## config.mk

```make
export PLATFORM = sky130hd
export DESIGN_NAME = command_text_tokenizer
export DESIGN_NICKNAME = d
export VERILOG_FILES = /design/src/rtl/cttok_pkg.sv /design/src/rtl/command_text_tokenizer.sv
export SDC_FILE = /design/constraint.sdc
export NUM_CORES = 1
export LEC_CHECK = 0
export BUFFER_PORTS_ARGS = -buffer_cell sky130_fd_sc_hd__buf_2
export CELL_PAD_IN_SITES_DETAIL_PLACEMENT = 1
export CELL_PAD_IN_SITES_GLOBAL_PLACEMENT = 2
export CORE_MARGIN = 2
export CORE_UTILIZATION = 30
export DETAILED_ROUTE_END_ITERATION = 10
export GPL_TIMING_DRIVEN = 0
export PLACE_DENSITY = 0.74
export SLEW_MARGIN = 10
export SYNTH_ARGS = -nofsm -noshare
export SYNTH_HDL_FRONTEND = slang
export SYNTH_SLANG_ARGS = --single-unit
```

## constraint.sdc

```tcl
create_clock -name clk -period 11 [get_ports clk]
set_input_delay 1.1 -clock clk [delete_from_list [all_inputs] [get_ports clk]]
set_output_delay 1.1 -clock clk [all_outputs]
set_load 0.01 [all_outputs]
```

## src/rtl/cttok_pkg.sv

```systemverilog
// ----------------------------------------------------------------------------
// cttok_pkg: shared types and constants of the command text tokenizer
// Scan modes, record and token codes, error codes and character constants.
// ----------------------------------------------------------------------------
package cttok_pkg;

  // default counter width (line, column, length)
  localparam int CNT_BITS_DEF = 16;

  // output field width of line, column and length
  localparam int FIELD_W = 16;

  // scanner modes
  typedef enum logic [2:0] {
    MODE_IDLE    = 3'd0,
    MODE_COMMENT = 3'd1,
    MODE_INT     = 3'd2,
    MODE_STR     = 3'd3,
    MODE_WORD    = 3'd4,
    MODE_ERR     = 3'd5
  } mode_t;

  // record kinds
  localparam logic [1:0] REC_CONTENT = 2'd0;
  localparam logic [1:0] REC_END     = 2'd1;
  localparam logic [1:0] REC_EOS     = 2'd2;

  // token kinds
  localparam logic [1:0] TOK_INT  = 2'd0;
  localparam logic [1:0] TOK_STR  = 2'd1;
  localparam logic [1:0] TOK_WORD = 2'd2;
  localparam logic [1:0] TOK_NONE = 2'd3;

  // error codes
  localparam logic [1:0] ERR_OK      = 2'd0;
  localparam logic [1:0] ERR_DIGIT   = 2'd1;
  localparam logic [1:0] ERR_OPENSTR = 2'd2;

  // characters
  localparam logic [7:0] CH_HASH = 8'h23;
  localparam logic [7:0] CH_BAR  = 8'h7C;
  localparam logic [7:0] CH_UNDR = 8'h5F;
  localparam logic [7:0] CH_NL   = 8'h0A;
  localparam logic [7:0] CH_NUL  = 8'h00;

  // one result record
  typedef struct packed {
    logic [1:0]         record_kind;
    logic [1:0]         token_kind;
    logic [7:0]         content_byte;
    logic [1:0]         error_status;
    logic [FIELD_W-1:0] token_line;
    logic [FIELD_W-1:0] token_column;
    logic [FIELD_W-1:0] token_length;
  } rec_t;

  function automatic logic is_digit(input logic [7:0] b);
    return (b >= 8'h30) && (b <= 8'h39);
  endfunction

  function automatic logic is_alpha(input logic [7:0] b);
    return ((b >= 8'h61) && (b <= 8'h7A)) || ((b >= 8'h41) && (b <= 8'h5A));
  endfunction

endpackage

```

## src/rtl/command_text_tokenizer.sv

```systemverilog
// ----------------------------------------------------------------------------
// command_text_tokenizer: byte-stream tokenizer for command text
// Splits text into integers, bar strings and words, with line/column info.
// ----------------------------------------------------------------------------
// Usage:
//   Input channel (in_valid / in_stall) carries one source byte per
//   transaction, or an end-of-source mark (in_source_end, or a zero byte).
//   Output channel (out_valid / out_stall) carries result records: content
//   bytes, token end records with kind, length, line and column, and an end
//   of source record with the final error status.
//   Each byte yields zero, one or two records. The byte is held in an input
//   register, decoded there against the scanner state, and its records are
//   written into a four-entry result queue, whose oldest record drives the
//   output, where the receiver takes it when out_stall is low.
//   Throughput: one byte per cycle while the receiver keeps up; the output
//   drains one record per cycle, so a byte that gives two records (the final
//   token end plus end of source) sends them one after the other through the
//   single output port of the result queue.
//   The decode stage waits until the queue has room for two records; while
//   the receiver stalls, the queue fills and in_stall rises.
//   Reset (rst_n low, synchronous) empties the queue and input register and
//   sets line and column to 1, length to 0 and the scanner to idle.
// ----------------------------------------------------------------------------
module command_text_tokenizer #(
  parameter int COUNTER_BITS = cttok_pkg::CNT_BITS_DEF
) (
  input  logic                          clk,
  input  logic                          rst_n,
  input  logic                          in_valid,
  output logic                          in_stall,
  input  logic [7:0]                    in_text_byte,
  input  logic                          in_source_end,
  output logic                          out_valid,
  input  logic                          out_stall,
  output logic [1:0]                    out_record_kind,
  output logic [1:0]                    out_token_kind,
  output logic [7:0]                    out_content_byte,
  output logic [1:0]                    out_error_status,
  output logic [cttok_pkg::FIELD_W-1:0] out_token_line,
  output logic [cttok_pkg::FIELD_W-1:0] out_token_column,
  output logic [cttok_pkg::FIELD_W-1:0] out_token_length
);
  import cttok_pkg::*;

  // counters are no wider than the output fields; all ones is the ceiling
  localparam int CW = (COUNTER_BITS < FIELD_W) ? COUNTER_BITS : FIELD_W;
  localparam int QDEPTH = 4;
  localparam int QPW = $clog2(QDEPTH);
  localparam logic [QPW:0] QFULL = (QPW+1)'(QDEPTH);
  localparam logic [QPW:0] QROOM2 = (QPW+1)'(QDEPTH - 2);
  localparam logic [CW-1:0] CNT_ONE = CW'(1);

  function automatic logic [CW-1:0] sat_inc(input logic [CW-1:0] v);
    return (v == {CW{1'b1}}) ? v : v + CNT_ONE;
  endfunction

  // input register
  logic       s1_valid_r, s1_valid_nxt;
  logic [7:0] s1_byte_r;
  logic       s1_end_r;
  logic       s1_go;
  logic       in_acc;

  // scanner state
  mode_t         mode_r, mode_nxt;
  logic [CW-1:0] line_r, line_nxt;
  logic [CW-1:0] col_r, col_nxt;
  logic [CW-1:0] cnt_r, cnt_nxt;

  // result queue
  rec_t           q_mem_r [QDEPTH];
  logic [QPW-1:0] q_wp_r, q_rp_r;
  logic [QPW:0]   q_cnt_r, q_cnt_nxt;
  logic           q_pop;

  // decode outputs
  rec_t       rec0, rec1;
  logic [1:0] n_rec;
  logic       s1_eos;

  assign in_acc   = in_valid && !in_stall;
  assign s1_go    = s1_valid_r && (q_cnt_r <= QROOM2);
  assign in_stall = s1_valid_r && !s1_go;
  assign s1_eos   = s1_end_r || (s1_byte_r == CH_NUL);

  // input stage
  always_comb begin
    s1_valid_nxt = s1_valid_r;
    if (in_acc) begin
      s1_valid_nxt = 1'b1;
    end else if (s1_go) begin
      s1_valid_nxt = 1'b0;
    end
  end

  always_ff @(posedge clk) begin
    if (!rst_n) begin
      s1_valid_r <= 1'b0;
    end else begin
      s1_valid_r <= s1_valid_nxt;
    end
    if (in_acc) begin
      s1_byte_r <= in_text_byte;
      s1_end_r  <= in_source_end;
    end
  end

  // decode: records and next scanner state for the held byte
  always_comb begin
    logic [7:0]    b;
    logic          nl;
    logic          fall;
    logic [CW-1:0] col_adv;
    logic [CW-1:0] scol;
    logic [CW-1:0] cnt_base;
    logic [1:0]    n;
    rec_t          rx;

    b        = s1_byte_r;
    nl       = (b == CH_NL);
    col_adv  = nl ? CNT_ONE : sat_inc(col_r);
    scol     = (cnt_r >= col_r) ? CNT_ONE : col_r - cnt_r;
    cnt_base = '0;
    fall     = 1'b0;
    n        = 2'd0;
    rec0     = '0;
    rec1     = '0;
    rx       = '0;
    mode_nxt = mode_r;
    line_nxt = line_r;
    col_nxt  = col_r;
    cnt_nxt  = cnt_r;

    if (s1_eos) begin
      // end of source: flush a pending integer or word, then the closing record
      rx = '0;
      rx.record_kind  = REC_EOS;
      rx.token_kind   = TOK_NONE;
      rx.error_status = (mode_r == MODE_ERR) ? ERR_DIGIT :
                        (mode_r == MODE_STR) ? ERR_OPENSTR : ERR_OK;
      rx.token_line   = FIELD_W'(line_r);
      rx.token_column = FIELD_W'(col_r);
      if (mode_r == MODE_INT || mode_r == MODE_WORD) begin
        rec0.record_kind  = REC_END;
        rec0.token_kind   = (mode_r == MODE_INT) ? TOK_INT : TOK_WORD;
        rec0.token_line   = FIELD_W'(line_r);
        rec0.token_column = FIELD_W'(scol);
        rec0.token_length = FIELD_W'(cnt_r);
        rec1 = rx;
        n    = 2'd2;
      end else begin
        rec0 = rx;
        n    = 2'd1;
      end
      mode_nxt = MODE_IDLE;
      line_nxt = CNT_ONE;
      col_nxt  = CNT_ONE;
      cnt_nxt  = '0;
    end else begin
      case (mode_r)
        MODE_ERR: begin
          // ignore everything until end of source
        end
        MODE_COMMENT: begin
          col_nxt = col_adv;
          if (nl) begin
            line_nxt = sat_inc(line_r);
            mode_nxt = MODE_IDLE;
          end
        end
        MODE_STR: begin
          col_nxt = col_adv;
          if (nl) line_nxt = sat_inc(line_r);
          if (b == CH_BAR) begin
            // column is taken after the closing bar
            rec0.record_kind  = REC_END;
            rec0.token_kind   = TOK_STR;
            rec0.token_line   = FIELD_W'(line_r);
            rec0.token_column = FIELD_W'((cnt_r >= col_adv) ? CNT_ONE : col_adv - cnt_r);
            rec0.token_length = FIELD_W'(cnt_r);
            cnt_nxt  = '0;
            mode_nxt = MODE_IDLE;
          end else begin
            rec0.record_kind  = REC_CONTENT;
            rec0.token_kind   = TOK_STR;
            rec0.content_byte = b;
            cnt_nxt = sat_inc(cnt_r);
          end
          n = 2'd1;
        end
        MODE_INT: begin
          n = 2'd1;
          if (is_digit(b)) begin
            rec0.record_kind  = REC_CONTENT;
            rec0.token_kind   = TOK_INT;
            rec0.content_byte = b;
            cnt_nxt = sat_inc(cnt_r);
            col_nxt = col_adv;
          end else if (is_alpha(b)) begin
            // digit run followed by a letter: sticky error, no advance
            rec0.record_kind  = REC_END;
            rec0.token_kind   = TOK_INT;
            rec0.error_status = ERR_DIGIT;
            rec0.token_line   = FIELD_W'(line_r);
            rec0.token_column = FIELD_W'(col_r);
            rec0.token_length = FIELD_W'(cnt_r);
            cnt_nxt  = '0;
            mode_nxt = MODE_ERR;
          end else begin
            rec0.record_kind  = REC_END;
            rec0.token_kind   = TOK_INT;
            rec0.token_line   = FIELD_W'(line_r);
            rec0.token_column = FIELD_W'(scol);
            rec0.token_length = FIELD_W'(cnt_r);
            fall = 1'b1;
          end
        end
        MODE_WORD: begin
          n = 2'd1;
          if (is_alpha(b) || is_digit(b) || b == CH_UNDR) begin
            rec0.record_kind  = REC_CONTENT;
            rec0.token_kind   = TOK_WORD;
            rec0.content_byte = b;
            cnt_nxt = sat_inc(cnt_r);
            col_nxt = col_adv;
          end else begin
            rec0.record_kind  = REC_END;
            rec0.token_kind   = TOK_WORD;
            rec0.token_line   = FIELD_W'(line_r);
            rec0.token_column = FIELD_W'(scol);
            rec0.token_length = FIELD_W'(cnt_r);
            fall = 1'b1;
          end
        end
        default: begin
          fall = 1'b1;
        end
      endcase

      // between tokens; also the delimiter that ended a token
      if (fall) begin
        cnt_base = (n != 2'd0) ? '0 : cnt_r;
        cnt_nxt  = cnt_base;
        mode_nxt = MODE_IDLE;
        rx = '0;
        if (b == CH_HASH) begin
          mode_nxt = MODE_COMMENT;
        end else if (is_digit(b)) begin
          rx.record_kind  = REC_CONTENT;
          rx.token_kind   = TOK_INT;
          rx.content_byte = b;
          cnt_nxt  = CNT_ONE;
          mode_nxt = MODE_INT;
        end else if (b == CH_BAR) begin
          cnt_nxt  = '0;
          mode_nxt = MODE_STR;
        end else if (is_alpha(b)) begin
          rx.record_kind  = REC_CONTENT;
          rx.token_kind   = TOK_WORD;
          rx.content_byte = b;
          cnt_nxt  = CNT_ONE;
          mode_nxt = MODE_WORD;
        end
        if (is_digit(b) || is_alpha(b)) begin
          if (n == 2'd0) rec0 = rx;
          else           rec1 = rx;
          n = n + 2'd1;
        end
        col_nxt = col_adv;
        if (nl) line_nxt = sat_inc(line_r);
      end
    end
    n_rec = n;
  end

  // scanner state registers
  always_ff @(posedge clk) begin
    if (!rst_n) begin
      mode_r <= MODE_IDLE;
      line_r <= CNT_ONE;
      col_r  <= CNT_ONE;
      cnt_r  <= '0;
    end else if (s1_go) begin
      mode_r <= mode_nxt;
      line_r <= line_nxt;
      col_r  <= col_nxt;
      cnt_r  <= cnt_nxt;
    end
  end

  // result queue
  assign q_pop     = out_valid && !out_stall;
  assign q_cnt_nxt = q_cnt_r + (s1_go ? (QPW+1)'(n_rec) : '0) - (QPW+1)'(q_pop);

  always_ff @(posedge clk) begin
    if (!rst_n) begin
      q_wp_r  <= '0;
      q_rp_r  <= '0;
      q_cnt_r <= '0;
    end else begin
      q_cnt_r <= q_cnt_nxt;
      if (q_pop) q_rp_r <= q_rp_r + QPW'(1);
      if (s1_go) q_wp_r <= q_wp_r + QPW'(n_rec);
    end
    if (s1_go && n_rec != 2'd0) q_mem_r[q_wp_r] <= rec0;
    if (s1_go && n_rec == 2'd2) q_mem_r[q_wp_r + QPW'(1)] <= rec1;
  end

  // output ports
  assign out_valid        = (q_cnt_r != '0);
  assign out_record_kind  = q_mem_r[q_rp_r].record_kind;
  assign out_token_kind   = q_mem_r[q_rp_r].token_kind;
  assign out_content_byte = q_mem_r[q_rp_r].content_byte;
  assign out_error_status = q_mem_r[q_rp_r].error_status;
  assign out_token_line   = q_mem_r[q_rp_r].token_line;
  assign out_token_column = q_mem_r[q_rp_r].token_column;
  assign out_token_length = q_mem_r[q_rp_r].token_length;

  // checks
  a_q_bound: assert property (@(posedge clk) disable iff (!rst_n)
    q_cnt_r <= QFULL)
    else $error("result queue overfilled");

  a_stall_held: assert property (@(posedge clk) disable iff (!rst_n)
    in_stall |-> s1_valid_r)
    else $error("stall with empty input register");

  a_eos_reset: assert property (@(posedge clk) disable iff (!rst_n)
    (s1_go && s1_eos) |=> (mode_r == MODE_IDLE && line_r == CNT_ONE &&
                           col_r == CNT_ONE && cnt_r == '0))
    else $error("scanner not cleared after end of source");

  a_err_quiet: assert property (@(posedge clk) disable iff (!rst_n)
    (s1_go && !s1_eos && mode_r == MODE_ERR) |-> (n_rec == 2'd0))
    else $error("record emitted in error mode");

  a_room: assert property (@(posedge clk) disable iff (!rst_n)
    s1_go |-> (q_cnt_r + (QPW+1)'(n_rec) <= QFULL))
    else $error("queue written without room");

endmodule

```

# Word-level counts from Yosys, hierarchy flattened
# Memories as Yosys holds them, arrays and structs flattened. A register that Yosys moved wholly into a read port is not among the register bits.
# Cells that the tools add are included.
[totals] register_bits=68 ramBits=248 inputBits=13 output_inout_bits=64 elab_cells=175 n_memories=1
[classes] addsub=11 magnitude_cmp=9 eq_ne=20 muxes=92 n_reduce_logical=32
[mem_list] name="q_mem_r" words=4 width=62 rd=1 rd_ports_with_merged_regs=1 write_ports=2 line_no="command_text_tokenizer.sv:71" rtl="rec_t q_mem_r [QDEPTH];"
[ops] op="62-bit two-way mux" count=9
[ops] op="16-bit two-way mux" count=26
[ops] op="48-bit case mux with 3 select lines" count=1
[ops] op="48-bit two-way mux" count=2
[ops] op="16-bit case mux with 3 select lines" count=2
[ops] op="32-bit two-way mux" count=2
[ops] op="49-bit two-way mux" count=1
[ops] op="16-bit by 1-bit adder with 16-bit output (second input constant)" count=3
[ops] op="16-bit == test (second input constant)" count=3
[ops] op="10-bit two-way mux" count=4
[ops] op="3-bit two-way mux" count=13
[ops] op="12-bit case mux with 3 select lines" count=1
[ops] op="16-bit >= comparator" count=2
[ops] op="16-bit subtractor" count=2
[ops] op="2-bit two-way mux" count=12
[ops] op="8-bit two-way mux" count=3
[ops] op="8-bit by 7-bit == test with 1-bit output (second input constant)" count=2
[ops] op="8-bit by 7-bit >= comparator with 1-bit output (second input constant)" count=2
[ops] op="8-bit by 7-bit less-or-equal comparator with 1-bit output (second input constant)" count=2
[ops] op="4-bit by 2-bit != test with 1-bit output (second input constant)" count=4
[ops] op="5-bit nonzero test" count=3
[ops] op="1-bit two-way mux" count=13
[ops] op="1-bit logical AND" count=9
[ops] op="3-bit case mux with 3 select lines" count=1
[ops] op="27 further kinds" count=42

# Depth between registers and ports, before layout
# Gate-level depths: netlist of run 1.
[logic_depth] ltp_word=14 ltp_mapped=21 ltp_nobuf=18

# Least setup slack after synthesis of run 1
# No wires, ideal clock.
[synth_timing] kind="register -> register" from="reg s1_byte_r[6]" to="mem q_mem_r[1][16] in the netlist's numbering (data pin)" setup_time_ns=0.271 t_arrival_ns=4.758 t_required_ns=10.729 path_slack_ns=5.971 path_stages_with_launch=20 path_buffers=3 period_less_slack_ns=5.029 path_cell_list="edfxtp_1 -> or4_4 -> nor4_2 -> clkbuf_1 -> buf_2 -> buf_1 -> nor2_1 -> ha_1 -> inv_1 -> fa_1 -> a21o_1 -> a21oi_1 -> maj3_4 -> maj3_4 -> o32ai_2 -> a211o_2 -> a31oi_1 -> a311o_1 -> a21oi_1 -> o22ai_1"
[synth_rtl] item="start, declared" line_no="command_text_tokenizer.sv:59" rtl="logic [7:0] s1_byte_r;"
[synth_rtl] item="start signal, assigned" line_no="command_text_tokenizer.sv:103" rtl="s1_byte_r <= in_text_byte;"
[synth_rtl] item="end, declared" line_no="command_text_tokenizer.sv:71"

==> results of run 1 <==
-- state kept, by name, summed over array words and instances (netlist names), named ones only --
name and count:
q_rp_r 2, col_r 16, s1_byte_r 8, cnt_r 16
q_cnt_r 3, s1_end_r 1, mode_r 3, s1_valid_r 1
line_r 16, q_mem_r 248, q_wp_r 2
-- synth_stat cells, drive strengths merged (40+ instances only) --
library cell and n:
o22ai 50, clkbuf 126, a21oi 136, nand3 126, nor2b 86, nand2 214
dfxtp 129, o21ai 97, edfxtp 189, nor2 148, mux4 62, inv 40
-- worst max-delay path by stage --
stage	end	slack [ns]
after global placement	q_mem_r[0][52]$_DFFE_PP_	3.74
after global routing	q_mem_r[2][31]$_DFFE_PP_	3.67
final	q_mem_r[1][29]$_DFFE_PP_	3.99
after detailed placement	q_mem_r[1][16]$_DFFE_PP_	4.14
after floorplan	q_mem_r[1][16]$_DFFE_PP_	5.97
after CTS	q_mem_r[1][16]$_DFFE_PP_	4.10
-- metrics by stage --
stage                     cells  power [mW]  utilization  setup WS (ns)  hold slack (ns)
final                      2831        3.36        0.348           3.99            0.456
after detailed placement   2760        2.04        0.326           4.14            0.447
after global placement     2760        2.03        0.326           3.74            0.438
after global routing       2830        3.47        0.348           3.67            0.473
after CTS                  2830        3.38        0.348           4.10            0.456
after floorplan            1902        1.76            -           5.97            0.431
-- final cells by class --
cell class	count	area [µm²]
inverters	41	154
well taps	782	978
clock inverters	25	293
multi-input cells	1387	9260
clock buffers	45	1020
repair buffers	76	380
plain buffers	156	627
flip-flops and latches	318	8260
diodes	1	2.50
fillers	6873	39300
-- critical path: cells and delay by family, from the launching register on --
kind | cells | cell delay [ns]
fa+ha+maj | 1 | 0.32
compound gates | 6 | 1.41
simple gates | 6 | 2.85
buf+inv | 4 | 1.61
flops | 1 | 0.50
-- metal layers --
layer,global-route usage,wire [µm],up-vias
met5,0,0,-
met4,0.0972,3130,0
met3,0.0267,3320,135
met2,0.392,35100,471
met1,0.298,31600,8207
li1,-,-,7311
-- cells by family (layout without fill, tap and decap cells) --
| group | count (synthesis) | count (layout) |
|---|---|---|
| other cells | 0 | 1 |
| flops | 318 | 318 |
| fa+ha+maj | 40 | 40 |
| simple gates | 745 | 745 |
| xor+xnor | 49 | 49 |
| mux | 69 | 69 |
| buf+inv | 197 | 343 |
| compound gates | 484 | 484 |
-- power by group --
group	internal, mW	switching (mW)
logic	0.254	0.435
clock network	0.807	0.544
registers	1.30	0.0212
total	2.36	1.00
==> metrics.csv, run 1 <==
stage,metric,value,unit
sta,fin crit share,0.637,
sta,worst clock skew,0.0236,ns
clock_tree,CTS tree,done,
global_route,GRT Resource Usage Total,0.231,
synthesis,Unique masters post-synth,91,
synthesis,"Primary FF master, synth",edfxtp_1,
synthesis,cell count after synthesis,1902,
setup_path,reg2reg path depth,17,
placed_design,HPWL after detailed placement,54.1,mm
sta,RSZ-0062 raised after global routing,no,
detailed_routing,Vias,16100,
setup_path,Worst Setup End Kind,flip-flop,
clock_tree,"Clk pin slew, worst setup/hold paths",0.06,ns
synthesis,largest family of logic cells by synthesized area,simple AND/OR/NAND/NOR gates,
global_route,Overflow after GRT,0,
clock_tree,CTS buffer count,38,
outcome,status,"complete, no violations",
detailed_routing,Pre-antenna DRT Iters,5,
synthesis,post-synth top area cell,edfxtp_1,
detailed_routing,Routed wire per std cell,25.8,µm
setup_path,CP Max Fanout,10,
setup_path,CP max stage cell,nor4_2,
synthesis,sequential area share after synthesis,0.452,
setup_path,Reg-to-Reg End,q_mem_r[1][29]$_DFFE_PP_,
floorplan,Die X,251,µm
setup_path,CP arrival,7.29,ns
setup_path,worst reg2reg setup slack,3.99,ns
detailed_routing,Final ANT Viol Nets,0,
hold_path,Hold Path End,q_mem_r[3][7]$_SDFFE_PP0P_,
final_layout,post-route cell area,21000,µm²
global_route,vias in the first global route,16700,
floorplan,Die Area,62900,µm²
synthesis,synth top area cells,"edfxtp_1 (31%), dfxtp_1 (14%), mux4_2 (7.6%)",
sta,headroom to the max-slew limit,0.177,
floorplan,I/O pins,77,
detailed_routing,Post-Route WL,73.1,mm
floorplan,die height,251,µm
floorplan,Rows,90,
synthesis,"EDFF count, synth",189,
detailed_routing,vias per inst,5.70,
placed_design,Placer Congestion,0.937,
floorplan,Initial Util,0.303,
synthesis,fraction of registers with async set/reset,0,
placed_design,"Cell Area, Placed",19700,µm²
final_layout,area growth from synthesis to layout,14.8,%
synthesis,Simple-Gate Fraction of Synth Area,0.201,
sta,Final setup viols,0,
clock_tree,root buffer cell,clkbuf_16,
power,power per cell area,160,nW/µm²
synthesis,Synth Area in Adders,0.0282,
sta,fin crit period,7.01,ns
clock_tree,CTS resizes,0,
synthesis,Compound-Gate Fraction of Synth Area,0.172,
setup_path,Worst Setup SP,s1_byte_r[6]$_DFFE_PP_,
synthesis,synthesized area,18300,µm²
synthesis,Yosys top cell area share,0.311,
placed_design,Port Buffers,76,
setup_path,kind of critical path,reg -> reg,
global_route,global-route wire length before repair,109,mm
final_layout,most frequent cells in the layout,"nand2_1 (210), edfxtp_1 (189), nor2_1 (145)",
final_layout,"most common cell after layout, fill and taps aside",nand2_1,
hold_path,hold depth,2,
setup_path,critical path's largest stage delay,0.78,ns
setup_path,start of the worst register-to-register path,s1_byte_r[6]$_DFFE_PP_,
clock_tree,Worst-Skew Late Latency,0.58,ns
synthesis,Synth Register Bits,318,
global_route,largest net degree at the start of global routing,46,
setup_path,required time worst endpoint,11.28,ns
sta,Worst-Margin Slew,1.23,ns
final_layout,post-layout net count,2065,
synthesis,Syn Area/Cell,9.60,µm²
floorplan,core region area,60200,µm²
clock_tree,post-CTS setup buffers,0,
final_layout,layout cells sized above 1,0.129,
sta,Highest Clock Rate,143,MHz
hold_path,Hold Crit Start,q_mem_r[3][7]$_SDFFE_PP0P_,
synthesis,post-synthesis xor/xnor area fraction,0.0235,
detailed_routing,Initial DRC Count,1177,
run,Max-Cap Viols,0,
clock_tree,Sink Count,318,
setup_path,cell chain of the critical path,"or4_4, nor4_2, clkbuf_1, buf_2, buf_1, a21oi_1, ha_1, clkbuf_1, nand2_1, a21oi_1, or4b_2, a211oi_2, nand4b_1, nand3_2, a211oi_1, o21ai_1, o22ai_1",
power,leakage power total,6.79,nW
clock_tree,clk buf depth,3,
global_route,initial antenna violation count,2,
detailed_routing,drt drc,0,
synthesis,Ys Warns,0,
power,Peak VDD IR,0.102,mV
sta,setup TNS after final layout,0,ns
synthesis,Syn Nets,1949,
clock_tree,hold buffers post-CTS,0,
clock_tree,H-tree levels,2,
synthesis,post-synthesis mux area share,0.0805,
sta,Max Slew Vio Count,0,
setup_path,CP Launch Type,flip-flop,
sta,final hold vios,0,
hold_path,hold crit path type,reg -> reg,
Note: power is estimated with default switching activity, not from simulation.
==> inputs of run 2 (changes only) <==
clock period = 6.5 ns   (was 11 ns; I/O delays follow)
==> metrics.csv, run 2 (synthesized netlist as in run 1, its figures left out) <==
stage,metric,value,unit,change
final_layout,Antenna diodes,0,,-1
final_layout,Fillers,6876,,+0.044%
outcome,status,"complete, no violations",,
detailed_routing,Pre-antenna DRT Iters,4,,-1
final_layout,area of the multi-input gates,9270,µm²,+0.14%
final_layout,max reg flops,248,,unchanged
setup_path,Buffers & Inverters on Critical Path,5,,+1
detailed_routing,Routed wire per std cell,25.8,µm,-0.18%
sta,RSZ-0062 raised after global routing,no,,
sta,Final setup viols,0,,unchanged
final_layout,FF+latch area,8260,µm²,unchanged
sta,headroom to the max-slew limit,0.199,,+0.0219
run,Max-Cap Viols,0,,unchanged
setup_path,reg2reg path depth,18,,+1
clock_tree,Worst-Skew Late Latency,0.58,ns,about the same
floorplan,Initial Util,0.303,,unchanged
final_layout,most frequent cells in the layout,"nand2_1 (210), edfxtp_1 (189), nor2_1 (145)",,
sta,fin crit share,0.925,,+0.289
detailed_routing,vias per inst,5.69,,about the same
floorplan,die height,251,µm,unchanged
placed_design,"Cell Area, Placed",19700,µm²,unchanged
global_route,largest net degree at the start of global routing,46,,unchanged
power,Final Power,5.68,mW,+69%
detailed_routing,drt drc,0,,unchanged
hold_path,Hold Path End,s1_byte_r[3]$_DFFE_PP_,,
clock_tree,H-tree levels,2,,unchanged
floorplan,Rows,90,,unchanged
sta,fin crit period,6.02,ns,-0.990 ns
sta,setup ws final,0.485,ns,-3.51 ns
power,Peak VDD IR,0.172,mV,+69%
sta,setup TNS after final layout,0,ns,unchanged
hold_path,hold depth,1,,-1
clock_tree,CTS tree,done,,
placed_design,HPWL after detailed placement,54.1,mm,unchanged
global_route,Overflow after GRT,0,,unchanged
final_layout,layout cells sized above 1,0.132,,+0.00231
floorplan,Die X,251,µm,unchanged
placed_design,Port Buffers,76,,unchanged
setup_path,Reg-to-Reg End,q_mem_r[1][29]$_DFFE_PP_,,
sta,worst clock skew,0.0253,ns,+0.00177 ns
hold_path,Hold Crit Start,in_text_byte[3],,
setup_path,required time worst endpoint,6.78,ns,-4.50 ns
final_layout,post-route cell area,21000,µm²,+0.13%
setup_path,worst reg2reg setup slack,0.48,ns,-3.51 ns
setup_path,"CP delay by family, top",simple AND/OR/NAND/NOR gates,,
final_layout,post-layout net count,2067,,+0.097%
global_route,global-route wire length before repair,109,mm,about the same
setup_path,critical path's largest stage delay,0.63,ns,-0.15 ns
placed_design,Placer Congestion,0.937,,unchanged
setup_path,start of the worst register-to-register path,s1_byte_r[6]$_DFFE_PP_,,
final_layout,"most common cell after layout, fill and taps aside",nand2_1,,
power,power per cell area,271,nW/µm²,+69%
final_layout,area growth from synthesis to layout,14.9,%,
sta,final hold vios,0,,unchanged
clock_tree,clk buf depth,3,,unchanged
clock_tree,"Clk pin slew, worst setup/hold paths",0.06,ns,about the same
setup_path,kind of critical path,reg -> reg,,
placed_design,setup slack at placement,-0.358,ns,-4.50 ns
floorplan,core region area,60200,µm²,unchanged
clock_tree,CTS buffer count,38,,unchanged
global_route,vias in the first global route,16700,,+0.030%
setup_path,CP max stage cell,or4b_2,,
global_route,initial antenna violation count,2,,unchanged
clock_tree,Sink Count,318,,unchanged
sta,Worst-Margin Slew,1.19,ns,-0.0327 ns
setup_path,cell chain of the critical path,"or4_4, nor4_4, buf_4, clkbuf_2, buf_2, buf_2, a21oi_1, ha_1, clkbuf_1, nand2_1, a21oi_1, or4b_2, a211oi_2, nand4b_1, nand3_2, a211oi_1, o21ai_1, o22ai_1",,
detailed_routing,Initial DRC Count,1171,,-0.51%
global_route,GRT Resource Usage Total,0.231,,about the same
setup_path,CP arrival,6.29,ns,-1.00 ns
sta,Max Slew Vio Count,0,,unchanged
floorplan,I/O pins,77,,unchanged
clock_tree,root buffer cell,clkbuf_16,,
setup_path,CP Launch Type,flip-flop,,
final_layout,Top reg by flops,q_mem_r,,
floorplan,Die Area,62900,µm²,unchanged
detailed_routing,Post-Route WL,73.0,mm,-0.15%
hold_path,hold crit path type,in -> reg,,
sta,Highest Clock Rate,166,MHz,+16%
detailed_routing,Vias,16100,,-0.043%
setup_path,CP Max Fanout,10,,unchanged
setup_path,Worst Setup End Kind,flip-flop,,
power,leakage power total,6.81,nW,+0.34%
detailed_routing,Final ANT Viol Nets,0,,unchanged
clock_tree,hold buffers post-CTS,0,,unchanged
-- run 2: cell type report --
class	count	share of cell area
clock inverter	25	0.0139
clock buffer	45	0.0485
sequential	318	0.393
timing repair buffer	78	0.0188
multi-input combinational	1387	0.441
inverter	41	0.00733
buffer	156	0.0300
tap	782	0.0466
-- run 2: worst max path at each step --
stage	startpoint	end	slack (ns)	cells past startpoint
finish	s1_byte_r[6]$_DFFE_PP_	q_mem_r[1][29]$_DFFE_PP_	0.48	18
global route	s1_byte_r[6]$_DFFE_PP_	q_mem_r[2][31]$_DFFE_PP_	0.15	19
CTS	s1_byte_r[6]$_DFFE_PP_	q_mem_r[1][29]$_DFFE_PP_	0.16	17
detailed placement	s1_byte_r[6]$_DFFE_PP_	q_mem_r[1][16]$_DFFE_PP_	-0.36	17
global placement	s1_byte_r[4]$_DFFE_PP_	q_mem_r[0][52]$_DFFE_PP_	-0.76	12
floorplan	s1_byte_r[6]$_DFFE_PP_	q_mem_r[1][16]$_DFFE_PP_	1.47	19
-- run 2: metal layers --
layer,vias up,routed length (µm),GRT usage
li1,7321,-,-
met2,490,35000,0.392
met4,0,3180,0.0972
met1,8170,31600,0.298
met3,136,3220,0.0267
met5,-,0,0
-- run 2: through the flow --
stage                     hold WS, ns  instances   util
after floorplan                 0.431       1902      -
after global placement          0.438       2760  0.326
after detailed placement        0.447       2760  0.326
after CTS                       0.237       2830  0.348
after global routing            0.241       2832  0.348
final                           0.257       2832  0.348
-- run 2: timing repair --
| action | 4_1_cts | 5_1_grt |
|---|---|---|
| gates resized for setup | 3 | 2 |
| gates cloned | 0 | 0 |
| buffers inserted | 0 | 2 |
| setup endpoints to repair | 64 | 58 |
| pin swaps | 0 | 1 |
-- run 2: where the power goes --
part           switching [mW]  total [mW]  internal (mW)
logic                   0.736        1.17          0.431
clock network           0.922        2.29           1.37
registers              0.0358        2.23           2.20
total                    1.69        5.68           3.99
